## config.mk

```make
export PLATFORM = sky130hd
export DESIGN_NAME = bcmp_cfg_regs
export DESIGN_NICKNAME = d
export VERILOG_FILES = /design/src/bcmp_pkg.sv /design/src/bcmp_cfg_regs.sv
export SDC_FILE = /design/constraint.sdc
export NUM_CORES = 1
export LEC_CHECK = 0
export BUFFER_PORTS_ARGS = -buffer_cell sky130_fd_sc_hd__buf_2
export CORE_ASPECT_RATIO = 1.25
export CORE_MARGIN = 4
export CORE_UTILIZATION = 45
export DETAILED_ROUTE_END_ITERATION = 7
export GPL_ROUTABILITY_DRIVEN = 0
export PLACE_DENSITY = 0.84
export SLEW_MARGIN = 20
export SYNTH_ARGS = -nofsm -noshare
export SYNTH_HDL_FRONTEND = slang
export SYNTH_SLANG_ARGS = --single-unit
```

## constraint.sdc

```tcl
create_clock -name aclk -period 1.56 [get_ports aclk]
set_clock_uncertainty 0.2 [all_clocks]
set_input_delay 0.39 -clock aclk [delete_from_list [all_inputs] [get_ports aclk]]
set_output_delay 0.39 -clock aclk [all_outputs]
set_load 0.02 [all_outputs]
```

## src/bcmp_pkg.sv

```systemverilog
package bcmp_pkg;

    // Field widths
    localparam int RAW_W   = 24;
    localparam int COEF_W  = 16;
    localparam int TOUT_W  = 15;
    localparam int POUT_W  = 17;
    localparam int CIDX_W  = 3;

    // Internal datapath widths
    localparam int DT_W    = RAW_W + 1;            // dT = D2 - C5*2^8
    localparam int PRD_W   = DT_W + COEF_W + 1;    // dT * Cx
    localparam int TEMP_W  = 20;                   // unclipped TEMP
    localparam int TERM_W  = 40;                   // OFF / SENS
    localparam int SQ_W    = 36;                   // squared temperature deltas
    localparam int SPLIT_W = 20;                   // low slice of SENS for D1*SENS
    localparam int HI_W    = TERM_W - SPLIT_W;
    localparam int PLO_W   = RAW_W + SPLIT_W;
    localparam int PHI_W   = RAW_W + 1 + HI_W;
    localparam int FULL_W  = 64;
    localparam int PRES_W  = 29;                   // unclipped P

    // Scaling shifts
    localparam int TEMP_SHIFT = 23;
    localparam int OFF_SHIFT  = 7;
    localparam int SENS_SHIFT = 8;
    localparam int C5_SHIFT   = 8;
    localparam int C2_SHIFT   = 16;
    localparam int C1_SHIFT   = 15;
    localparam int P_SHIFT_A  = 21;
    localparam int P_SHIFT_B  = 15;

    // Temperature breakpoints
    localparam int TEMP_REF  = 2000;
    localparam int TEMP_COLD = -1500;

    // Output limits
    localparam int TEMP_LOW  = -4000;
    localparam int TEMP_HIGH = 8500;
    localparam int PRES_LOW  = 1000;
    localparam int PRES_HIGH = 120000;

    typedef enum logic [CIDX_W-1:0] {
        CFG_SENS      = 3'd0,
        CFG_OFF       = 3'd1,
        CFG_SENS_TEMP = 3'd2,
        CFG_OFF_TEMP  = 3'd3,
        CFG_REF_TEMP  = 3'd4,
        CFG_TEMP_COEF = 3'd5
    } cfg_index_t;

    typedef struct packed {
        logic [COEF_W-1:0] sens;
        logic [COEF_W-1:0] off;
        logic [COEF_W-1:0] sens_temp;
        logic [COEF_W-1:0] off_temp;
        logic [COEF_W-1:0] ref_temp;
        logic [COEF_W-1:0] temp_coef;
    } cal_t;

    typedef struct packed {
        logic [RAW_W-1:0]         d1;
        logic signed [TEMP_W-1:0] temp;
        logic signed [TERM_W-1:0] off;
        logic signed [TERM_W-1:0] sens;
    } terms_t;

endpackage

```

## src/bcmp_cfg_regs.sv

```systemverilog
module bcmp_cfg_regs
    import bcmp_pkg::*;
(
    input  logic              aclk,
    input  logic              aresetn,
    input  logic              cfg_wr_en,
    input  logic [CIDX_W-1:0] cfg_index,
    input  logic [COEF_W-1:0] cfg_wdata,
    output cal_t              cal
);

    cal_t cal_reg;

    always_ff @(posedge aclk) begin
        if (!aresetn) begin
            cal_reg <= '0;
        end else if (cfg_wr_en) begin
            case (cfg_index)
                CFG_SENS:      cal_reg.sens      <= cfg_wdata;
                CFG_OFF:       cal_reg.off       <= cfg_wdata;
                CFG_SENS_TEMP: cal_reg.sens_temp <= cfg_wdata;
                CFG_OFF_TEMP:  cal_reg.off_temp  <= cfg_wdata;
                CFG_REF_TEMP:  cal_reg.ref_temp  <= cfg_wdata;
                CFG_TEMP_COEF: cal_reg.temp_coef <= cfg_wdata;
                default: ;
            endcase
        end
    end

    assign cal = cal_reg;

endmodule

```

==> run_results.csv <==
group,metric,value,unit
cts,cts_root_buffer,"clkbuf_8",
synthesis,syn_nets,356,
critical_path,path_max_fanout,2,
finish,ff_latch_area,1920,um^2
route,drtAntennaViolNets,0,
synthesis,synth_area_leader_cell,"dfxtp_1",
critical_path,cp_data_arrival_time,0.90,ns
synthesis,ys_warn_count,0,
critical_path,cp_slowest_stage_delay,0.37,ns
timing,tightestPinTransition,0.304,ns
finish,nets,472,
finish,largest_reg_flops,96,
critical_path,crit_path_end_kind,"output port",
global_routing,grt_pass1_wl,13600,um
synthesis,ys_types,13,
finish,drive_above_1_share,0.323,
cts,cts_made_buffers,9,
global_routing,grtUsageTotal,0.190,
route,routed_wl,8520,um
placed_design,hpwl,6270,um
critical_path,cp.required,0.97,ns
route,routedWlPerCell,15.6,um
timing,post-route-period-util,0.953,
global_routing,grt_pass1_vias,2718,
route,vias_per_cell,4.97,
global_routing,grt_max_degree,36,
timing,slew_headroom,0.797,
critical_path,crit_buf_inv,1,
synthesis,ys_ff_latch,96,
cts,holdBufCountCts,0,
critical_path,criticalPathCategory,"register to output port",
route,route.vias.total,2720,
route,drt-initial-drc-count,119,
placed_design,portBuffers,117,
finish,multi_input_area,1450,um^2
route,drc_errors,0,
timing,slew_violations,0,
die,rows,35,
finish,antenna_cells,0,
critical_path,critical_path.top_delay_family,"flip-flops",
die,die_w,86.8,um
finish,post-route-util,0.602,
critical_path,critPathSlowestCell,"dfxtp_1",
cts,cts_max_path_buffers,2,
pwr,power.leakage,2.52,nW
timing,setup_violations,0,
die,initial_utilization,0.467,
cts,cts_resized,0,
outcome,status,"complete, no violations",
synthesis,ys_top_cells_by_area,"dfxtp_1 55%, mux2i_1 27%, nand2_1 12%, buf_2 1.3%, clkbuf_1 1.2%",
pwr,ir_drop,0.787,mV
synthesis,avgSynthCellArea,10.5,um^2
cts,cts.sinks,96,
placed_design,dpl.cell_count,531,
synthesis,ys_seq_area_frac,0.550,
global_routing,antenna_found_initial,0,
timing,fmax,673,MHz
critical_path,r2r_setup_slack,0.73,ns
finish,area_growth_syn_to_layout,28.9,%
cts,clock_latency,0.35,ns
die,core,7490,um^2
synthesis,yosysTopAreaCellShare,0.550,
die,ios,118,
critical_path,path_cells,"buf_2",
timing,hold_viol,0,
hold_path,hold_class,"primary input to register",
finish,fin_cells,547,
die,fp.dieH,107,um
cts,clk_pin_slew_worst_paths,0.09,ns
cts,htree_num_levels,3,
cts,post_cts_buffers,0,
critical_path,start_kind,"register",
timing,min_period,1.49,ns
cts,cts_tree,"done",
timing,rsz0062_at_grt,"false",
synthesis,syn_area,3490,um^2
run,cap_viol_max_count,0,
global_routing,grt_overflow_total,0,
die,die_area,9250,um^2
pwr,p_per_area,1050,nW/um^2
finish,fillers,636,
route,firstDrtPassIters,4,
synthesis,synthCells,334,
## cells in the final DEF, fill, tap and decap left out
| master | count |
|---|---|
| and4bb_2 | 1 |
| buf_12 | 9 |
| buf_2 | 116 |
| buf_4 | 4 |
| bufinv_16 | 2 |
| clkbuf_8 | 10 |
| clkinv_4 | 2 |
| clkinvlp_4 | 2 |
| dfxtp_1 | 96 |
| mux2i_1 | 96 |
| nand2_1 | 112 |
| nand4b_1 | 2 |
| nand4bb_1 | 2 |
| or4b_4 | 1 |
## cells in the mapped netlist (all sizes together)
library cell    n
clkbuf         11
or4b            1
nand2         112
buf            13
mux2i          96
nand4bb         2
and4bb          1
nand4b          2
dfxtp          96
## power by group
| group | switching [mW] | total, mW | internal (mW) |
|---|---|---|---|
| combinational | 0.245 | 0.397 | 0.152 |
| clock | 0.845 | 1.80 | 0.952 |
| sequential | 0.0292 | 2.53 | 2.50 |
| total | 1.12 | 4.73 | 3.61 |
## kinds of logic after synthesis
group,Yosys count,share of synthesized area
AND/OR/NAND/NOR,118,0.138
multiplexers,96,0.275
flip-flops,96,0.550
buffers and inverters,24,0.0369
## stage by stage
stage | area [um^2] | power (mW) | setup WS [ns] | hold WS [ns] | TNS, ns
floorplan | 3500 | 2.82 | -0.0643 | 0.333 | -0.643
global placement | 4280 | 2.98 | -0.142 | 0.241 | -2.62
detailed placement | 4280 | 2.99 | -0.173 | 0.248 | -3.54
CTS | 4510 | 4.77 | 0.0562 | 0.211 | 0
global route | 4510 | 4.92 | 0.0212 | 0.232 | 0
finish | 4510 | 4.73 | 0.0734 | 0.230 | 0
## layer usage
metal  up-vias  global-route usage  wire (um)
li1       1337                   -          -
met1      1298               0.214       3370
met2        77               0.347       4610
met3         8              0.0357        416
met4         0              0.0702        121
met5         -                   0          0
## worst paths after layout
kind / from / endpoint / depth (start not counted)
max: cal[46] / cal[46] / 1
max reg2reg: cal[90] / cal[90] / 2
min: cfg_wdata[7] / cal[87] / 3
min reg2reg: cal[38] / cal[38] / 2
## area by class of cell
cell class / instances / area share
Sequential cell: 96 / 0.427
Timing Repair Buffer: 129 / 0.176
Tap cell: 92 / 0.0255
Clock inverter: 6 / 0.0205
Multi-Input combinational cell: 214 / 0.321
Clock buffer: 10 / 0.0305
(Power assumes the default switching activity.)
