## config.mk

```make
export PLATFORM = sky130hd
export DESIGN_NAME = bcmp_second_order
export DESIGN_NICKNAME = d
export VERILOG_FILES = /design/src/bcmp_pkg.sv /design/src/bcmp_second_order.sv
export SDC_FILE = /design/constraint.sdc
export NUM_CORES = 2
export LEC_CHECK = 0
export ABC_AREA = 0
export BUFFER_PORTS_ARGS = -buffer_cell sky130_fd_sc_hd__buf_2
export CAP_MARGIN = 5
export CORE_ASPECT_RATIO = 0.9
export CORE_MARGIN = 1
export CORE_UTILIZATION = 40
export CTS_CLUSTER_DIAMETER = 80
export DETAILED_ROUTE_END_ITERATION = 10
export MAX_ROUTING_LAYER = met4
export SLEW_MARGIN = 20
export SYNTH_ARGS = -nofsm -noshare
export SYNTH_HDL_FRONTEND = slang
export SYNTH_SLANG_ARGS = --single-unit
```

## constraint.sdc

```tcl
create_clock -name aclk -period 24 [get_ports aclk]
set_input_delay 1.2 -clock aclk [delete_from_list [all_inputs] [get_ports aclk]]
set_output_delay 1.2 -clock aclk [all_outputs]
set_load 0.02 [all_outputs]
```

## src/bcmp_pkg.sv

```systemverilog
package bcmp_pkg;

    // Field widths
    localparam int RAW_W   = 24;
    localparam int COEF_W  = 16;
    localparam int TOUT_W  = 15;
    localparam int POUT_W  = 17;
    localparam int CIDX_W  = 3;

    // Internal datapath widths
    localparam int DT_W    = RAW_W + 1;            // dT = D2 - C5*2^8
    localparam int PRD_W   = DT_W + COEF_W + 1;    // dT * Cx
    localparam int TEMP_W  = 20;                   // unclipped TEMP
    localparam int TERM_W  = 40;                   // OFF / SENS
    localparam int SQ_W    = 36;                   // squared temperature deltas
    localparam int SPLIT_W = 20;                   // low slice of SENS for D1*SENS
    localparam int HI_W    = TERM_W - SPLIT_W;
    localparam int PLO_W   = RAW_W + SPLIT_W;
    localparam int PHI_W   = RAW_W + 1 + HI_W;
    localparam int FULL_W  = 64;
    localparam int PRES_W  = 29;                   // unclipped P

    // Scaling shifts
    localparam int TEMP_SHIFT = 23;
    localparam int OFF_SHIFT  = 7;
    localparam int SENS_SHIFT = 8;
    localparam int C5_SHIFT   = 8;
    localparam int C2_SHIFT   = 16;
    localparam int C1_SHIFT   = 15;
    localparam int P_SHIFT_A  = 21;
    localparam int P_SHIFT_B  = 15;

    // Temperature breakpoints
    localparam int TEMP_REF  = 2000;
    localparam int TEMP_COLD = -1500;

    // Output limits
    localparam int TEMP_LOW  = -4000;
    localparam int TEMP_HIGH = 8500;
    localparam int PRES_LOW  = 1000;
    localparam int PRES_HIGH = 120000;

    typedef enum logic [CIDX_W-1:0] {
        CFG_SENS      = 3'd0,
        CFG_OFF       = 3'd1,
        CFG_SENS_TEMP = 3'd2,
        CFG_OFF_TEMP  = 3'd3,
        CFG_REF_TEMP  = 3'd4,
        CFG_TEMP_COEF = 3'd5
    } cfg_index_t;

    typedef struct packed {
        logic [COEF_W-1:0] sens;
        logic [COEF_W-1:0] off;
        logic [COEF_W-1:0] sens_temp;
        logic [COEF_W-1:0] off_temp;
        logic [COEF_W-1:0] ref_temp;
        logic [COEF_W-1:0] temp_coef;
    } cal_t;

    typedef struct packed {
        logic [RAW_W-1:0]         d1;
        logic signed [TEMP_W-1:0] temp;
        logic signed [TERM_W-1:0] off;
        logic signed [TERM_W-1:0] sens;
    } terms_t;

endpackage

```

## src/bcmp_second_order.sv

```systemverilog
module bcmp_second_order
    import bcmp_pkg::*;
(
    input  logic   aclk,
    input  logic   aresetn,
    input  logic   adv,
    input  logic   in_valid,
    input  terms_t in_terms,
    output logic   out_valid,
    output terms_t out_terms
);

    logic signed [TEMP_W-1:0] dw, dc;
    logic signed [2*TEMP_W-1:0] sqw_full, sqc_full;
    logic [TERM_W-1:0] sq5, sqc_ext;

    // stage 4: squares of the distances below 20 C and -15 C
    logic              vld4_reg;
    terms_t            t4_reg;
    logic [SQ_W-1:0]   sqw_reg, sqw_next;
    logic [SQ_W-1:0]   sqc_reg, sqc_next;
    logic              warm_lo_reg, warm_lo_next;
    logic              cold_lo_reg, cold_lo_next;
    // stage 5: correction terms
    logic              vld5_reg;
    terms_t            t5_reg;
    logic [TERM_W-1:0] off2_reg, off2_next;
    logic [TERM_W-1:0] sens2_reg, sens2_next;
    // stage 6: corrected OFF and SENS
    logic              vld6_reg;
    terms_t            t6_reg, t6_next;

    always_comb begin
        dw           = in_terms.temp - TEMP_W'(TEMP_REF);
        dc           = in_terms.temp - TEMP_W'(TEMP_COLD);
        sqw_full     = (2*TEMP_W)'(dw) * (2*TEMP_W)'(dw);
        sqc_full     = (2*TEMP_W)'(dc) * (2*TEMP_W)'(dc);
        sqw_next     = SQ_W'(sqw_full);
        sqc_next     = SQ_W'(sqc_full);
        warm_lo_next = dw[TEMP_W-1];
        cold_lo_next = dc[TEMP_W-1];

        sq5     = TERM_W'(sqw_reg) + (TERM_W'(sqw_reg) << 2);
        sqc_ext = TERM_W'(sqc_reg);
        off2_next  = '0;
        sens2_next = '0;
        if (warm_lo_reg) begin
            off2_next  = sq5 >> 1;
            sens2_next = sq5 >> 2;
            if (cold_lo_reg) begin
                off2_next  = (sq5 >> 1) + ((sqc_ext << 3) - sqc_ext);
                sens2_next = (sq5 >> 2)
                           + (((sqc_ext << 3) + (sqc_ext << 1) + sqc_ext) >> 1);
            end
        end

        t6_next      = t5_reg;
        t6_next.off  = t5_reg.off - $signed(off2_reg);
        t6_next.sens = t5_reg.sens - $signed(sens2_reg);
    end

    always_ff @(posedge aclk) begin
        if (!aresetn) begin
            vld4_reg <= 1'b0;
            vld5_reg <= 1'b0;
            vld6_reg <= 1'b0;
        end else if (adv) begin
            vld4_reg <= in_valid;
            vld5_reg <= vld4_reg;
            vld6_reg <= vld5_reg;
        end
    end

    always_ff @(posedge aclk) begin
        if (adv) begin
            t4_reg      <= in_terms;
            sqw_reg     <= sqw_next;
            sqc_reg     <= sqc_next;
            warm_lo_reg <= warm_lo_next;
            cold_lo_reg <= cold_lo_next;
            t5_reg      <= t4_reg;
            off2_reg    <= off2_next;
            sens2_reg   <= sens2_next;
            t6_reg      <= t6_next;
        end
    end

    assign out_valid = vld6_reg;
    assign out_terms = t6_reg;

endmodule

```

==> flow_metrics.py <==
metrics = {
    "worst_setup_path": {
        "critical-path-slowest-cell": "o31ai_1",
        "path_common_cell": "fa_1",
        "startpoint_type": "input port",
        "max_stage_delay_ns": 0.77,
        "critical_path_class": "in2reg",
        "cp_data_required_time_ns": 24.38,
        "worst-path-max-fanout": 21,
        "endpoint_kind": "flip-flop",
        "worstPathArrival_ns": 10.86,
    },
    "clock_network": {
        "numCtsBuffers": 66,
        "cts-resized-gates": 0,
        "cts.sinks": 524,
        "clkLatencyLatePin_ns": 0.68,
        "postCtsSetupRepairBufs": 0,
        "clockBufferDepth": 3,
        "clkTransAtPathRegs_ns": 0.06,
        "h-tree-depth": 3,
        "cts_tree": "built",
        "ctsHoldBuffers": 0,
        "root_buffer": "clkbuf_16",
    },
    "logic_synthesis": {
        "synthArstFlopShare": 0,
        "ys_ff_latch": 524,
        "syn_avg_cell_area_um2": 10.6,
        "synth_top_flop_cell": "edfxtp_1",
        "syn_inst": 5125,
        "yosysWarnings": 0,
        "synth_seq_area_share": 0.289,
        "ys_types": 97,
        "yosysTopAreaCell": "edfxtp_1",
        "synth.area.top_cells": "edfxtp_1 29%, fa_1 29%, ha_1 9.8%",
        "synth_edf_count": 521,
        "synth_top_area_share": 0.288,
        "syn-num-nets": 6456,
        "synth_area_um2": 54400,
    },
    "floorplan": {
        "die_area_um2": 137000,
        "die_x_um": 391,
        "rows": 127,
        "num_io_pins": 253,
        "initial_core_util": 0.405,
        "dieHeight_um": 352,
        "core_area_um2": 134000,
    },
    "sta": {
        "hold_violations": 0,
        "fmax_ghz": 0.0955,
        "drv_slew": 0,
        "min_period_over_period": 0.436,
        "fin_skew_ns": 0.0520,
        "fin_ws_ns": 13.53,
        "tns_ns": 0,
        "slew_headroom": 0.317,
        "setup_viol": 0,
        "rsz0062_at_grt": "no",
        "finalCriticalPeriod_ns": 10.47,
        "tightest_slew_ns": 1.02,
    },
    "grt": {
        "grt_pass1_wl_mm": 209,
        "grt_max_degree": 96,
        "grt_antenna_before_repair": 1,
        "grt_usage": 0.202,
        "grt_overflow": 0,
        "grt_pass1_vias": 37956,
    },
    "routing": {
        "vias": 36190,
        "dr.pass1.iters": 8,
        "drt_iter0_drc": 2411,
        "routedWlPerCell_um": 18.2,
        "antenna_left": 0,
        "drt-vias-per-instance": 4.99,
        "drc_errors": 0,
        "wl_mm": 132,
    },
    "cells_and_area": {
        "fin_nets": 6727,
        "drive_gt1_frac": 0.0830,
        "multi_input_area_um2": 34300,
        "most-common-layout-cells": "1089 x inv_1, 776 x fa_1, 521 x edfxtp_1",
        "seq_area_um2": 15700,
        "finalNonFillerCells": 7252,
        "final_core_util": 0.449,
        "area_growth_pct": 10.7,
        "layout_commonest_cell": "inv_1",
        "n_fill_cell": 12653,
    },
    "placement": {
        "io_buffers": 252,
        "dp_cells": 7134,
        "dpl.hpwl_mm": 107,
        "gp_congestion": 0.927,
        "dpl_worst_slack_ns": 12.89,
    },
    "run_status": {
        "run_status": "completed",
    },
    "job": {
        "max_cap_violations": 0,
    },
    "min_path": {
        "hold_path_class": "reg2reg",
    },
}
## cell families after synthesis
family	share of synthesized area
muxes	0.00186
and+or+nand+nor	0.0927
other	0.0000690
buffers and inverters	0.0821
xor gates and xnor gates	0.0529
DFF	0.289
adders and majority gates	0.384
AOI/OAI and AO/OA	0.0976
## metal layers
metal  global-route usage  vias up  part of all wire
li1                     -    17170                 -
met1                0.274    17847              0.46
met2                0.315      998              0.45
met3               0.0317      175             0.061
met4               0.0519        0             0.025
met5                    -        -                 0
## critical path, delay by kind of cell
kind	cells	cell delay (ns)
buffers and inverters	7	1.14
and+or+nand+nor	5	1.24
adders and majority gates	8	3.78
AOI/OAI and AO/OA	9	2.71
xor gates and xnor gates	2	0.76
## per-stage QoR
stage,hold slack (ns),area (µm²)
2_1_floorplan,0.400,54400
3_3_place_gp,0.401,57900
3_5_place_dp,0.405,57900
4_1_cts,0.414,60200
5_1_grt,0.416,60200
6_report,0.410,60200
## final timing paths
path                      from      endpoint  slack (ns)  cells past startpoint
setup / recovery  in_terms[83]   sqc_reg[35]       13.53                     31
hold reg to reg     t4_reg[48]    t5_reg[48]        0.41                      0
setup reg to reg    sqw_reg[2]  off2_reg[39]       17.44                     19
hold / removal      t4_reg[48]    t5_reg[48]        0.41                      0
## cell usage after synthesis, types with 23 or more instances
cell and count:
nand3_1 49, nor2b_1 74, o21a_1 55, nand4_1 25, and3_1 28, a21oi_1 255, nor2_1 314, edfxtp_1 521
and2_1 72, fa_1 776, xor2_1 98, a21o_1 112, nand2b_1 60, o21ai_0 145, clkbuf_1 67, xnor2_1 221
ha_1 427, nand2_1 333, o21bai_1 28, a21boi_0 23, nor3_1 44, inv_1 1089
## cell type report
class                      count  share of cell area
inverter                    1100              0.0686
tap                         1806              0.0375
sequential                   524               0.261
clock buffer                  74              0.0279
multi-input combinational   3416               0.569
clock inverter                43              0.0101
antenna                        1           0.0000416
timing repair buffer         288              0.0256
Power is left out: the tool's default activity adds up to more than one toggle a clock period on the data nets, which glitch-free logic cannot reach.
