## src/bcmp_pkg.sv

```systemverilog
package bcmp_pkg;

    // Field widths
    localparam int RAW_W   = 24;
    localparam int COEF_W  = 16;
    localparam int TOUT_W  = 15;
    localparam int POUT_W  = 17;
    localparam int CIDX_W  = 3;

    // Internal datapath widths
    localparam int DT_W    = RAW_W + 1;            // dT = D2 - C5*2^8
    localparam int PRD_W   = DT_W + COEF_W + 1;    // dT * Cx
    localparam int TEMP_W  = 20;                   // unclipped TEMP
    localparam int TERM_W  = 40;                   // OFF / SENS
    localparam int SQ_W    = 36;                   // squared temperature deltas
    localparam int SPLIT_W = 20;                   // low slice of SENS for D1*SENS
    localparam int HI_W    = TERM_W - SPLIT_W;
    localparam int PLO_W   = RAW_W + SPLIT_W;
    localparam int PHI_W   = RAW_W + 1 + HI_W;
    localparam int FULL_W  = 64;
    localparam int PRES_W  = 29;                   // unclipped P

    // Scaling shifts
    localparam int TEMP_SHIFT = 23;
    localparam int OFF_SHIFT  = 7;
    localparam int SENS_SHIFT = 8;
    localparam int C5_SHIFT   = 8;
    localparam int C2_SHIFT   = 16;
    localparam int C1_SHIFT   = 15;
    localparam int P_SHIFT_A  = 21;
    localparam int P_SHIFT_B  = 15;

    // Temperature breakpoints
    localparam int TEMP_REF  = 2000;
    localparam int TEMP_COLD = -1500;

    // Output limits
    localparam int TEMP_LOW  = -4000;
    localparam int TEMP_HIGH = 8500;
    localparam int PRES_LOW  = 1000;
    localparam int PRES_HIGH = 120000;

    typedef enum logic [CIDX_W-1:0] {
        CFG_SENS      = 3'd0,
        CFG_OFF       = 3'd1,
        CFG_SENS_TEMP = 3'd2,
        CFG_OFF_TEMP  = 3'd3,
        CFG_REF_TEMP  = 3'd4,
        CFG_TEMP_COEF = 3'd5
    } cfg_index_t;

    typedef struct packed {
        logic [COEF_W-1:0] sens;
        logic [COEF_W-1:0] off;
        logic [COEF_W-1:0] sens_temp;
        logic [COEF_W-1:0] off_temp;
        logic [COEF_W-1:0] ref_temp;
        logic [COEF_W-1:0] temp_coef;
    } cal_t;

    typedef struct packed {
        logic [RAW_W-1:0]         d1;
        logic signed [TEMP_W-1:0] temp;
        logic signed [TERM_W-1:0] off;
        logic signed [TERM_W-1:0] sens;
    } terms_t;

endpackage

```

## src/bcmp_first_order.sv

```systemverilog
module bcmp_first_order
    import bcmp_pkg::*;
(
    input  logic             aclk,
    input  logic             aresetn,
    input  logic             adv,
    input  cal_t             cal,
    input  logic             in_valid,
    input  logic [RAW_W-1:0] raw_pressure,
    input  logic [RAW_W-1:0] raw_temperature,
    output logic             out_valid,
    output terms_t           out_terms
);

    // stage 1: dT
    logic                    vld1_reg;
    logic signed [DT_W-1:0]  dt_reg, dt_next;
    logic [RAW_W-1:0]        d1_s1_reg;
    // stage 2: the three dT products
    logic                    vld2_reg;
    logic signed [PRD_W-1:0] pt_reg, pt_next;
    logic signed [PRD_W-1:0] po_reg, po_next;
    logic signed [PRD_W-1:0] ps_reg, ps_next;
    logic [RAW_W-1:0]        d1_s2_reg;
    // stage 3: first-order TEMP, OFF, SENS
    logic                    vld3_reg;
    terms_t                  t3_reg, t3_next;

    always_comb begin
        dt_next = $signed({1'b0, raw_temperature})
                - $signed({1'b0, cal.ref_temp, {C5_SHIFT{1'b0}}});
        pt_next = PRD_W'(dt_reg) * PRD_W'($signed({1'b0, cal.temp_coef}));
        po_next = PRD_W'(dt_reg) * PRD_W'($signed({1'b0, cal.off_temp}));
        ps_next = PRD_W'(dt_reg) * PRD_W'($signed({1'b0, cal.sens_temp}));
        t3_next.d1   = d1_s2_reg;
        t3_next.temp = TEMP_W'(TEMP_REF) + TEMP_W'(pt_reg >>> TEMP_SHIFT);
        t3_next.off  = $signed(TERM_W'({cal.off, {C2_SHIFT{1'b0}}}))
                     + TERM_W'(po_reg >>> OFF_SHIFT);
        t3_next.sens = $signed(TERM_W'({cal.sens, {C1_SHIFT{1'b0}}}))
                     + TERM_W'(ps_reg >>> SENS_SHIFT);
    end

    always_ff @(posedge aclk) begin
        if (!aresetn) begin
            vld1_reg <= 1'b0;
            vld2_reg <= 1'b0;
            vld3_reg <= 1'b0;
        end else if (adv) begin
            vld1_reg <= in_valid;
            vld2_reg <= vld1_reg;
            vld3_reg <= vld2_reg;
        end
    end

    always_ff @(posedge aclk) begin
        if (adv) begin
            dt_reg    <= dt_next;
            d1_s1_reg <= raw_pressure;
            pt_reg    <= pt_next;
            po_reg    <= po_next;
            ps_reg    <= ps_next;
            d1_s2_reg <= d1_s1_reg;
            t3_reg    <= t3_next;
        end
    end

    assign out_valid = vld3_reg;
    assign out_terms = t3_reg;

endmodule

```

## config.mk

```make
export PLATFORM = sky130hd
export DESIGN_NAME = bcmp_first_order
export DESIGN_NICKNAME = d
export VERILOG_FILES = /design/src/bcmp_pkg.sv /design/src/bcmp_first_order.sv
export SDC_FILE = /design/constraint.sdc
export NUM_CORES = 2
export LEC_CHECK = 0
export BUFFER_PORTS_ARGS = -buffer_cell sky130_fd_sc_hd__buf_2
export CAP_MARGIN = 40
export CORE_MARGIN = 8
export CORE_UTILIZATION = 30
export CTS_BUF_LIST = sky130_fd_sc_hd__clkbuf_16
export DETAILED_ROUTE_END_ITERATION = 6
export GPL_TIMING_DRIVEN = 0
export HOLD_SLACK_MARGIN = 0.02
export SLEW_MARGIN = 10
export SYNTH_ARGS = -nofsm -noshare
export SYNTH_HDL_FRONTEND = slang
export SYNTH_SLANG_ARGS = --single-unit
export TNS_END_PERCENT = 100
```

## constraint.sdc

```tcl
create_clock -name aclk -period 10.1 [get_ports aclk]
set_input_delay 2.02 -clock aclk [delete_from_list [all_inputs] [get_ports aclk]]
set_output_delay 2.02 -clock aclk [all_outputs]
set_load 0.05 [all_outputs]
```

==> flow_summary_export.csv <==
group,metric,value,unit
clock_network,clockRootBuffer,"clkbuf_16",
critical_path,critical_path.max_stage_delay,700,ps
yosys,synth_top_area_share,44.5,%
critical_path,endpoint_kind,"flop",
status,status,"finished clean",
timing,finalMaxSlewViolations,0,
drt,highest_layer,"met4",
yosys,ys_ff_latch,279,
hold_path,min_path_type,"reg2reg",
timing,final_hold_viol_count,0,
critical_path,rr_endpoint,"pt_reg[41]",
timing,finalCritPeriodShare,92.3,%
grt,grt_pass1_wl,242000,um
floorplan,io_pins,273,
grt,grt_max_degree,107,
critical_path,cp_num_buf_inv,5,
clock_network,cts_resized,0,
drt,drt-wirelength-per-cell,19.3,um
floorplan,core-area,0.174,mm2
clock_network,clk_path_buf_depth,3,
floorplan,floorplan.die_area,0.189,mm2
clock_network,cts-hold-fix-buffers,0,
yosys,yosys.area.top_type,"fa_1",
drt,vias,36600,
yosys,synth-simple-area-share,13.1,%
timing,worst_slack,776,ps
timing,tightest_slew,983,ps
clock_network,postCtsSetupRepairBufs,0,
clock_network,clk_latency,640,ps
yosys,syn_area_per_cell,9.77,um2
timing,fin_tns_setup,0,ps
drt,wl_met1,62100,um
drt,met3WireLength,9510,um
timing,setup_viol,0,
layout,stdcell_count,8095,
drt,wl,156000,um
yosys,yosysWarningCount,0,
timing,rsz0062_at_grt,"no",
yosys,synth-seq-area-share,15.9,%
layout,drive_gt1_share,6.57,%
clock_network,htreeDepth,2,
yosys,syn_nets,7062,
floorplan,die_x,435,um
timing,fmax,107,MHz
critical_path,crit_path_max_fanout,10,
yosys,yosysMostFrequentCell,"inv_1",
clock_network,clk_pin_slew,60,ps
drt,vias_per_cell,4.52,
yosys,ys_top_cells_by_count,"inv_1, fa_1, nand2_1, and2_1, ha_1",
place,portBuffers,263,
critical_path,cp_top_family,"adder cells",
grt,grt_pass1_vias,40100,
clock_network,cts.sinks,279,
critical_path,cp.required,10470,ps
layout,fin_util,33.7,%
yosys,synthAdderAreaFrac,52.8,%
floorplan,start_util,30.2,%
critical_path,reg2reg_slack,1620,ps
floorplan,fp-row-count,153,
clock_network,cts_inserted_buffers,38,
flow_run,max_cap_viol_count,0,
critical_path,critPathCapture,"pt_reg[41]",
grt,antenna_found_initial,28,
yosys,synth_edf_count,276,
timing,maxSlewHeadroom,34.5,%
critical_path,critPathLaunch,"cal[2]",
place,dp.cells,8010,
yosys,synth_area,0.0527,mm2
critical_path,cp.arrival,9700,ps
yosys,synth_xor_area_share,2.41,%
yosys,muxShareOfSynthArea,0.0760,%
yosys,async_flop_share,0,%
drt,drcViolationCount,0,
critical_path,slowest_stage,"clkbuf_1",
yosys,netlist_instances,5392,
yosys,synth_compound_area_share,3.50,%
critical_path,r2r-start,"dt_reg[10]",
timing,skew,22.3,ps
grt,grt_overflow,0,
critical_path,path_depth,24,
drt,firstDrtPassIters,5,
yosys,ys.flop_type,"edfxtp_1",
drt,drt_iter0_drc,2081,
layout,areaGrowthSynthToFinish,11.4,%
clock_network,cts_tree,"done",
place,place_ws,264,ps
place,globalplace.congestion,0.956,
grt,track_usage,16.6,%
critical_path,crit_chain,"clkbuf_1 > clkbuf_1 > nand2_1 > fa_1 > fa_1 > fa_1 > inv_1 > fa_1 > fa_1 > inv_1 > fa_1 > inv_1 > ha_1 > a21oi_1 > o21ai_0 > a31oi_1 > o311ai_0 > o211ai_1 > a21oi_1 > a31o_2 > o211ai_1 > nand2_1 > a221oi_1 > xnor2_1",
yosys,synth_cell_types,65,
yosys,synth_top_family_by_area,"adder cells",
layout,largest_register_ffs,115,
layout,nets,7398,
critical_path,worstSetupPathType,"in2reg",
drt,ant_nets,0,
timing,fin_crit,9320,ps
drt,dr_wl_met2,74400,um
place,hpwl,133000,um
critical_path,cpMostUsedCell,"fa_1",
yosys,ys_top_cells_by_area,"fa_1, edfxtp_1, inv_1",
critical_path,worst_setup_path_start_kind,"input pin",
critical_path,reg2reg_depth,24,
floorplan,die_y,435,um
-- how the worst min path moves through the flow --
stage,slack [ps],cells after the start,start,end
3_5_place_dp,400,0,d1_s1_reg[3],d1_s2_reg[3]
6_report,420,0,ps_reg[9],out_terms[1]
5_1_grt,420,0,d1_s2_reg[5],out_terms[105]
4_1_cts,410,0,po_reg[13],out_terms[46]
3_3_place_gp,400,0,d1_s1_reg[16],d1_s2_reg[16]
2_1_floorplan,400,0,d1_s1_reg[0],d1_s2_reg[0]
-- through the flow --
step / cell area (um2) / hold slack (ps)
after floorplan: 52700 / 400
after global placement: 56900 / 401
after detailed placement: 57300 / 405
after CTS: 58600 / 414
after global routing: 58600 / 424
final: 58700 / 416
-- kinds of logic (layout without fill, tap and decap cells) --
kind of cell	Yosys count	after routing
XOR/XNOR	145	145
buffers and inverters	1712	2076
other	0	14
AO/OA/AOI/OAI	283	283
AND/OR/NAND/NOR	1447	1447
adder cells (fa/ha/maj)	1522	1522
multiplexers	4	4
flip-flops	279	279
-- final cells by class --
type / instances / area, um2
antenna: 14 / 35.0
buffer: 243 / 946
clock buffer: 39 / 976
clock inverter: 29 / 328
fill: 17800 / 116000
inverter: 1469 / 5510
multi-input combinational: 3401 / 37900
sequential: 279 / 8350
tap: 2325 / 2910
timing repair buffer: 296 / 1750
-- worst register-to-register path, cell delays in order (launching register included) --
cell	delay, ps
edfxtp_1	530
clkbuf_1	650
clkbuf_1	690
nand2_1	150
fa_1	510
fa_1	550
fa_1	540
inv_1	60
fa_1	530
fa_1	510
inv_1	50
fa_1	470
inv_1	40
ha_1	310
a21oi_1	260
o21ai_0	150
a31oi_1	240
o311ai_0	150
o211ai_1	320
a21oi_1	290
a31o_2	360
o211ai_1	260
nand2_1	160
a221oi_1	300
xnor2_1	120
-- layer usage --
layer	global-route usage (%)	vias to the layer above
met1	20.3	18500
met2	27.9	1272
met4	9.15	0
met5	0	-
met3	2.65	402
li1	-	16400
-- cells in the final DEF (no fill, tap or decap), types with 7 or more instances in the layout --
cell type	instances
a211oi_1	7
a21boi_0	15
a21o_1	39
a21oi_1	86
a31oi_1	12
and2_1	471
and3_1	12
buf_2	262
buf_4	9
buf_6	26
clkbuf_1	234
clkbuf_16	39
diode_2	14
edfxtp_1	276
fa_1	1170
ha_1	352
inv_1	1474
nand2_1	776
nand2b_1	9
nand3_1	15
nand4_1	13
nor2_1	83
nor2b_1	22
nor3_1	24
o21a_1	13
o21ai_0	49
o21bai_1	18
xnor2_1	102
xor2_1	43
Power is left out: the tool's default activity adds up to more than one toggle a clock period on the data nets, which glitch-free logic cannot reach.
