==> src/bcmp_pkg.sv <==
package bcmp_pkg;

    // Field widths
    localparam int RAW_W   = 24;
    localparam int COEF_W  = 16;
    localparam int TOUT_W  = 15;
    localparam int POUT_W  = 17;
    localparam int CIDX_W  = 3;

    // Internal datapath widths
    localparam int DT_W    = RAW_W + 1;            // dT = D2 - C5*2^8
    localparam int PRD_W   = DT_W + COEF_W + 1;    // dT * Cx
    localparam int TEMP_W  = 20;                   // unclipped TEMP
    localparam int TERM_W  = 40;                   // OFF / SENS
    localparam int SQ_W    = 36;                   // squared temperature deltas
    localparam int SPLIT_W = 20;                   // low slice of SENS for D1*SENS
    localparam int HI_W    = TERM_W - SPLIT_W;
    localparam int PLO_W   = RAW_W + SPLIT_W;
    localparam int PHI_W   = RAW_W + 1 + HI_W;
    localparam int FULL_W  = 64;
    localparam int PRES_W  = 29;                   // unclipped P

    // Scaling shifts
    localparam int TEMP_SHIFT = 23;
    localparam int OFF_SHIFT  = 7;
    localparam int SENS_SHIFT = 8;
    localparam int C5_SHIFT   = 8;
    localparam int C2_SHIFT   = 16;
    localparam int C1_SHIFT   = 15;
    localparam int P_SHIFT_A  = 21;
    localparam int P_SHIFT_B  = 15;

    // Temperature breakpoints
    localparam int TEMP_REF  = 2000;
    localparam int TEMP_COLD = -1500;

    // Output limits
    localparam int TEMP_LOW  = -4000;
    localparam int TEMP_HIGH = 8500;
    localparam int PRES_LOW  = 1000;
    localparam int PRES_HIGH = 120000;

    typedef enum logic [CIDX_W-1:0] {
        CFG_SENS      = 3'd0,
        CFG_OFF       = 3'd1,
        CFG_SENS_TEMP = 3'd2,
        CFG_OFF_TEMP  = 3'd3,
        CFG_REF_TEMP  = 3'd4,
        CFG_TEMP_COEF = 3'd5
    } cfg_index_t;

    typedef struct packed {
        logic [COEF_W-1:0] sens;
        logic [COEF_W-1:0] off;
        logic [COEF_W-1:0] sens_temp;
        logic [COEF_W-1:0] off_temp;
        logic [COEF_W-1:0] ref_temp;
        logic [COEF_W-1:0] temp_coef;
    } cal_t;

    typedef struct packed {
        logic [RAW_W-1:0]         d1;
        logic signed [TEMP_W-1:0] temp;
        logic signed [TERM_W-1:0] off;
        logic signed [TERM_W-1:0] sens;
    } terms_t;

endpackage

==> src/bcmp_pressure.sv <==
module bcmp_pressure
    import bcmp_pkg::*;
(
    input  logic                     aclk,
    input  logic                     aresetn,
    input  logic                     adv,
    input  logic                     in_valid,
    input  terms_t                   in_terms,
    output logic                     out_valid,
    output logic signed [TOUT_W-1:0] temperature_centideg,
    output logic [POUT_W-1:0]        pressure_pa,
    output logic                     saturated
);

    logic [SPLIT_W-1:0]       sens_lo;
    logic signed [HI_W-1:0]   sens_hi;
    logic signed [FULL_W-1:0] scaled;

    // stage 7: partial products of D1 * SENS
    logic                     vld7_reg;
    logic [PLO_W-1:0]         plo_reg, plo_next;
    logic signed [PHI_W-1:0]  phi_reg, phi_next;
    logic signed [TEMP_W-1:0] temp7_reg;
    logic signed [TERM_W-1:0] off7_reg;
    // stage 8: full product
    logic                     vld8_reg;
    logic signed [FULL_W-1:0] full_reg, full_next;
    logic signed [TEMP_W-1:0] temp8_reg;
    logic signed [TERM_W-1:0] off8_reg;
    // stage 9: unclipped P
    logic                     vld9_reg;
    logic signed [PRES_W-1:0] pres_reg, pres_next;
    logic signed [TEMP_W-1:0] temp9_reg;
    // stage 10: clipped outputs
    logic                     vld10_reg;
    logic signed [TOUT_W-1:0] tout_reg, tout_next;
    logic [POUT_W-1:0]        pout_reg, pout_next;
    logic                     sat_reg, sat_next;

    always_comb begin
        sens_lo  = in_terms.sens[SPLIT_W-1:0];
        sens_hi  = in_terms.sens[TERM_W-1:SPLIT_W];
        plo_next = PLO_W'(in_terms.d1) * PLO_W'(sens_lo);
        phi_next = PHI_W'($signed({1'b0, in_terms.d1})) * PHI_W'(sens_hi);

        full_next = $signed({phi_reg[FULL_W-SPLIT_W-1:0], {SPLIT_W{1'b0}}})
                  + $signed({{(FULL_W-PLO_W){1'b0}}, plo_reg});

        scaled    = (full_reg >>> P_SHIFT_A) - FULL_W'(off8_reg);
        pres_next = PRES_W'(scaled >>> P_SHIFT_B);

        sat_next  = 1'b0;
        tout_next = TOUT_W'(temp9_reg);
        if (temp9_reg < TEMP_W'(TEMP_LOW)) begin
            tout_next = TOUT_W'(TEMP_LOW);
            sat_next  = 1'b1;
        end else if (temp9_reg > TEMP_W'(TEMP_HIGH)) begin
            tout_next = TOUT_W'(TEMP_HIGH);
            sat_next  = 1'b1;
        end
        pout_next = POUT_W'(pres_reg);
        if (pres_reg < PRES_W'(PRES_LOW)) begin
            pout_next = POUT_W'(PRES_LOW);
            sat_next  = 1'b1;
        end else if (pres_reg > PRES_W'(PRES_HIGH)) begin
            pout_next = POUT_W'(PRES_HIGH);
            sat_next  = 1'b1;
        end
    end

    always_ff @(posedge aclk) begin
        if (!aresetn) begin
            vld7_reg  <= 1'b0;
            vld8_reg  <= 1'b0;
            vld9_reg  <= 1'b0;
            vld10_reg <= 1'b0;
        end else if (adv) begin
            vld7_reg  <= in_valid;
            vld8_reg  <= vld7_reg;
            vld9_reg  <= vld8_reg;
            vld10_reg <= vld9_reg;
        end
    end

    always_ff @(posedge aclk) begin
        if (adv) begin
            plo_reg   <= plo_next;
            phi_reg   <= phi_next;
            temp7_reg <= in_terms.temp;
            off7_reg  <= in_terms.off;
            full_reg  <= full_next;
            temp8_reg <= temp7_reg;
            off8_reg  <= off7_reg;
            pres_reg  <= pres_next;
            temp9_reg <= temp8_reg;
            tout_reg  <= tout_next;
            pout_reg  <= pout_next;
            sat_reg   <= sat_next;
        end
    end

    assign out_valid            = vld10_reg;
    assign temperature_centideg = tout_reg;
    assign pressure_pa          = pout_reg;
    assign saturated            = sat_reg;

endmodule

==> config.mk <==
export PLATFORM = sky130hd
export DESIGN_NAME = bcmp_pressure
export DESIGN_NICKNAME = d
export VERILOG_FILES = /design/src/bcmp_pkg.sv /design/src/bcmp_pressure.sv
export SDC_FILE = /design/constraint.sdc
export NUM_CORES = 2
export LEC_CHECK = 0
export BUFFER_PORTS_ARGS = -buffer_cell sky130_fd_sc_hd__buf_2
export CAP_MARGIN = 30
export CORE_ASPECT_RATIO = 1.1
export CORE_MARGIN = 3
export CORE_UTILIZATION = 55
export DETAILED_ROUTE_END_ITERATION = 10
export PLACE_DENSITY = 0.72
export RECOVER_POWER = 100
export SYNTH_ARGS = -nofsm -noshare
export SYNTH_HDL_FRONTEND = slang
export SYNTH_SLANG_ARGS = --single-unit
==> constraint.sdc <==
create_clock -name aclk -period 11.4 [get_ports aclk]
set_input_delay 0.57 -clock aclk [delete_from_list [all_inputs] [get_ports aclk]]
set_output_delay 0.57 -clock aclk [all_outputs]
set_load 0.01 [all_outputs]
==> summary.json <==
{
  "antenna_violations_before_repair": {"value": 4},
  "worst_slew_pin_slew": {"value": 6.479, "unit": "ns"},
  "global_route.overflow_total": {"value": 0},
  "criticalPathCategory": {"value": "in -> reg"},
  "skew": {"value": 0.02425, "unit": "ns"},
  "cp_startpoint_kind": {"value": "primary input"},
  "hold_path_depth": {"value": 1},
  "biggest_area_consumer_among_synthesized_cells": {"value": "sky130_fd_sc_hd__fa_1"},
  "cts_tree": {"value": "built"},
  "final_core_utilization": {"value": 0.5929},
  "worst-r2r-cell-count": {"value": 11},
  "timing.setup.tns": {"value": 0, "unit": "ns"},
  "synth_cell_type_count": {"value": 67},
  "relSlewSlack": {"value": -3.319},
  "die_x": {"value": 277.1, "unit": "um"},
  "maximum_number_of_pins_on_one_net_before_global_route_repair": {"value": 120},
  "cp-end-kind": {"value": "flip-flop"},
  "cts_sinks": {"value": 317},
  "hold_buffers": {"value": 0},
  "finalCriticalPeriod": {"value": 8.447, "unit": "ns"},
  "cp.required": {"value": 11.67, "unit": "ns"},
  "detail_route.drc_violations": {"value": 0},
  "core-area": {"value": 79460, "unit": "um2"},
  "number_of_maximum_capacitance_violations": {"value": 5},
  "globalplace.congestion": {"value": 0.8960},
  "synth.top_cells.by_area": {"value": "sky130_fd_sc_hd__fa_1 35%, sky130_fd_sc_hd__edfxtp_1 21%, sky130_fd_sc_hd__ha_1 11%"},
  "cts_setup_buffers": {"value": 0},
  "synth_nets": {"value": 5730},
  "via_count_of_the_first_global_routing_pass": {"value": 32940},
  "timing.hold.worst.start": {"value": "in_terms[63]"},
  "grt.total_usage": {"value": 0.2551},
  "via_cell_ratio": {"value": 5.501},
  "finalSetupViolCount": {"value": 0},
  "drive_gt1_frac": {"value": 0.04417},
  "rrSetupSlack": {"value": 7.78, "unit": "ns"},
  "achievable-frequency": {"value": 118.4, "unit": "MHz"},
  "crit_fanout": {"value": 39},
  "insertion_delay": {"value": 0.55, "unit": "ns"},
  "whs_endpoint": {"value": "off7_reg[23]"},
  "drt_iter0_markers": {"value": 1811},
  "final.period_utilization": {"value": 0.7410},
  "ctsResizeCount": {"value": 0},
  "commonest_cells_after_routing_fill_and_taps_aside": {"value": "937 x sky130_fd_sc_hd__inv_1, 785 x sky130_fd_sc_hd__fa_1, 549 x sky130_fd_sc_hd__nand2_1"},
  "syn_avg_cell_area": {"value": 10.05, "unit": "um2"},
  "yosys_top_cell_area_share": {"value": 0.3534},
  "failed_checks": {"value": "max-capacitance violations, max-slew violations"},
  "detail_routed_net_length_per_standard_cell": {"value": 18.70, "unit": "um"},
  "drt_pass1_iterations": {"value": 5},
  "timing.hold.ws": {"value": 0.2034, "unit": "ns"},
  "clkTransAtPathRegs": {"value": 0.06, "unit": "ns"},
  "r2r_start": {"value": "full_reg[23]"},
  "place.detailed.hpwl": {"value": 78.01, "unit": "mm"},
  "synth-seq-area-share": {"value": 0.2132},
  "largest_reg_flops": {"value": 44},
  "drt-total-wl": {"value": 103.4, "unit": "mm"},
  "place.port_buffers": {"value": 161},
  "mostFrequentLayoutCell": {"value": "sky130_fd_sc_hd__inv_1"},
  "report.final.slew_viol_count": {"value": 362},
  "run_status": {"value": "finished, violations left"},
  "area_growth": {"value": 5.943, "unit": "%"},
  "ys_dominant_reg_cell": {"value": "sky130_fd_sc_hd__edfxtp_1"},
  "grt_setup_unrepaired": {"value": "false"},
  "drtAntennaViolNets": {"value": 0},
  "ys_ff_latch": {"value": 317},
  "via_count": {"value": 30420},
  "initial_utilization": {"value": 0.5596},
  "register_area": {"value": 9479, "unit": "um2"},
  "chip_height": {"value": 304.2, "unit": "um"},
  "cts_buffers": {"value": 35},
  "io-pin-count": {"value": 162},
  "final_hold_violations": {"value": 0},
  "n_fill_cell": {"value": 6774},
  "synth_edf_count": {"value": 313},
  "global_route_wire_length_before_repair": {"value": 171.9, "unit": "mm"},
  "cts-root-to-sink-buffers": {"value": 3},
  "h-tree-depth": {"value": 2},
  "clock_root_buffer_master": {"value": "sky130_fd_sc_hd__clkbuf_16"},
  "min-delay-path-class": {"value": "in -> reg"},
  "yosysWarnings": {"value": 0},
  "regToRegEndpoint": {"value": "pres_reg[27]"},
  "post_synth_inst_count": {"value": 4425},
  "die_area": {"value": 84300, "unit": "um2"},
  "final_nets": {"value": 5762},
  "floorplan.rows": {"value": 108},
  "ys_async_sr_fraction": {"value": 0},
  "mappedNetlistArea": {"value": 44470, "unit": "um2"},
  "worstPathArrival": {"value": 8.72, "unit": "ns"},
  "area_of_the_multi_input_gates": {"value": 30720, "unit": "um2"}
}
[stage by stage]
stage                     area (um2)  worst slack, ns  cells
after global placement         46040            3.468   5463
after floorplan                44470            4.366   4425
after global routing           47100            1.930   5528
after detailed placement       46040            3.314   5463
after CTS                      47200            3.884   5526
final                          47110            2.953   5530
[cells in the mapped netlist (4+ instances only)]
cell type	number
sky130_fd_sc_hd__o21ai_1	42
sky130_fd_sc_hd__dfxtp_1	4
sky130_fd_sc_hd__nand2b_1	33
sky130_fd_sc_hd__nand3_1	36
sky130_fd_sc_hd__and2_1	469
sky130_fd_sc_hd__nor2b_1	20
sky130_fd_sc_hd__fa_1	785
sky130_fd_sc_hd__mux2i_1	4
sky130_fd_sc_hd__xor2_1	42
sky130_fd_sc_hd__a2111oi_0	4
sky130_fd_sc_hd__a211o_1	5
sky130_fd_sc_hd__ha_1	392
sky130_fd_sc_hd__nor2_1	82
sky130_fd_sc_hd__nor4_1	8
sky130_fd_sc_hd__nand2_1	549
sky130_fd_sc_hd__a21o_1	79
sky130_fd_sc_hd__nor3_1	25
sky130_fd_sc_hd__o221ai_1	4
sky130_fd_sc_hd__a31o_1	4
sky130_fd_sc_hd__or3_1	8
sky130_fd_sc_hd__a211oi_1	15
sky130_fd_sc_hd__o21a_1	22
sky130_fd_sc_hd__o21ai_0	24
sky130_fd_sc_hd__and3_1	22
sky130_fd_sc_hd__o21bai_1	11
sky130_fd_sc_hd__nand4_1	22
sky130_fd_sc_hd__inv_1	937
sky130_fd_sc_hd__xnor2_1	94
sky130_fd_sc_hd__a21oi_1	106
sky130_fd_sc_hd__a221o_1	4
sky130_fd_sc_hd__clkbuf_1	189
sky130_fd_sc_hd__a31oi_1	14
sky130_fd_sc_hd__o211ai_1	4
sky130_fd_sc_hd__o31ai_1	5
sky130_fd_sc_hd__edfxtp_1	313
[how the worst max path moves through the flow]
stage,cells past startpoint,slack (ns),startpoint,to
after floorplan,25,4.37,in_terms[25],phi_reg[40]
after global placement,26,3.47,in_terms[109],phi_reg[40]
after detailed placement,26,3.31,in_terms[108],phi_reg[40]
after CTS,26,3.88,in_terms[108],phi_reg[40]
after global routing,5,1.93,adv,vld9_reg
final,26,2.95,in_terms[100],phi_reg[40]
[routing by layer]
| layer | track usage | up-vias | wire [um] |
|---|---|---|---|
| met2 | 0.4361 | 1051 | 50320 |
| met3 | 0.03353 | 223 | 7124 |
| li1 | - | 13680 | - |
| met1 | 0.3409 | 15460 | 42800 |
| met5 | 0 | - | 17 |
| met4 | 0.07783 | 2 | 3143 |
[area by class of cell]
cell class                 instances  area share
multi-input combinational       2980      0.6520
sequential                       317      0.2012
inverter                         939     0.07482
tap                             1045     0.02775
timing repair buffer             184     0.01949
clock buffer                      37     0.01920
clock inverter                    26    0.005365
antenna                            2   0.0001062
[critical path, cell delays in order]
cell and delay (ns):
sky130_fd_sc_hd__buf_2 0.07, sky130_fd_sc_hd__clkbuf_1 1.47, sky130_fd_sc_hd__nand2_1 0.18, sky130_fd_sc_hd__fa_1 0.45, sky130_fd_sc_hd__inv_1 0.08, sky130_fd_sc_hd__fa_1 0.43, sky130_fd_sc_hd__ha_1 0.21, sky130_fd_sc_hd__fa_1 0.48
sky130_fd_sc_hd__inv_1 0.05, sky130_fd_sc_hd__fa_1 0.53, sky130_fd_sc_hd__inv_1 0.05, sky130_fd_sc_hd__fa_1 0.48, sky130_fd_sc_hd__inv_1 0.05, sky130_fd_sc_hd__fa_1 0.47, sky130_fd_sc_hd__inv_1 0.04, sky130_fd_sc_hd__ha_1 0.21
sky130_fd_sc_hd__a2111oi_0 0.31, sky130_fd_sc_hd__o21ai_0 0.13, sky130_fd_sc_hd__o21ai_0 0.13, sky130_fd_sc_hd__a2bb2o_1 0.42, sky130_fd_sc_hd__a221o_1 0.44, sky130_fd_sc_hd__o41ai_1 0.66, sky130_fd_sc_hd__o21ai_0 0.31, sky130_fd_sc_hd__nor3_2 0.21
sky130_fd_sc_hd__a21oi_1 0.11, sky130_fd_sc_hd__xor2_1 0.15
[kinds of logic after synthesis]
group                    count (synthesis)  share of synthesized area
XOR/XNOR                               136                    0.02679
multiplexers                             4                  0.0009005
AO/OA/AOI/OAI                          375                    0.05574
adder cells (fa/ha/maj)               1177                     0.4637
buffers and inverters                 1128                    0.09522
flip-flops                             317                     0.2132
AND/OR/NAND/NOR                       1288                     0.1445
Power is not shown: default switching activity piles up to over one toggle a cycle in this logic, so the estimate is an artifact.
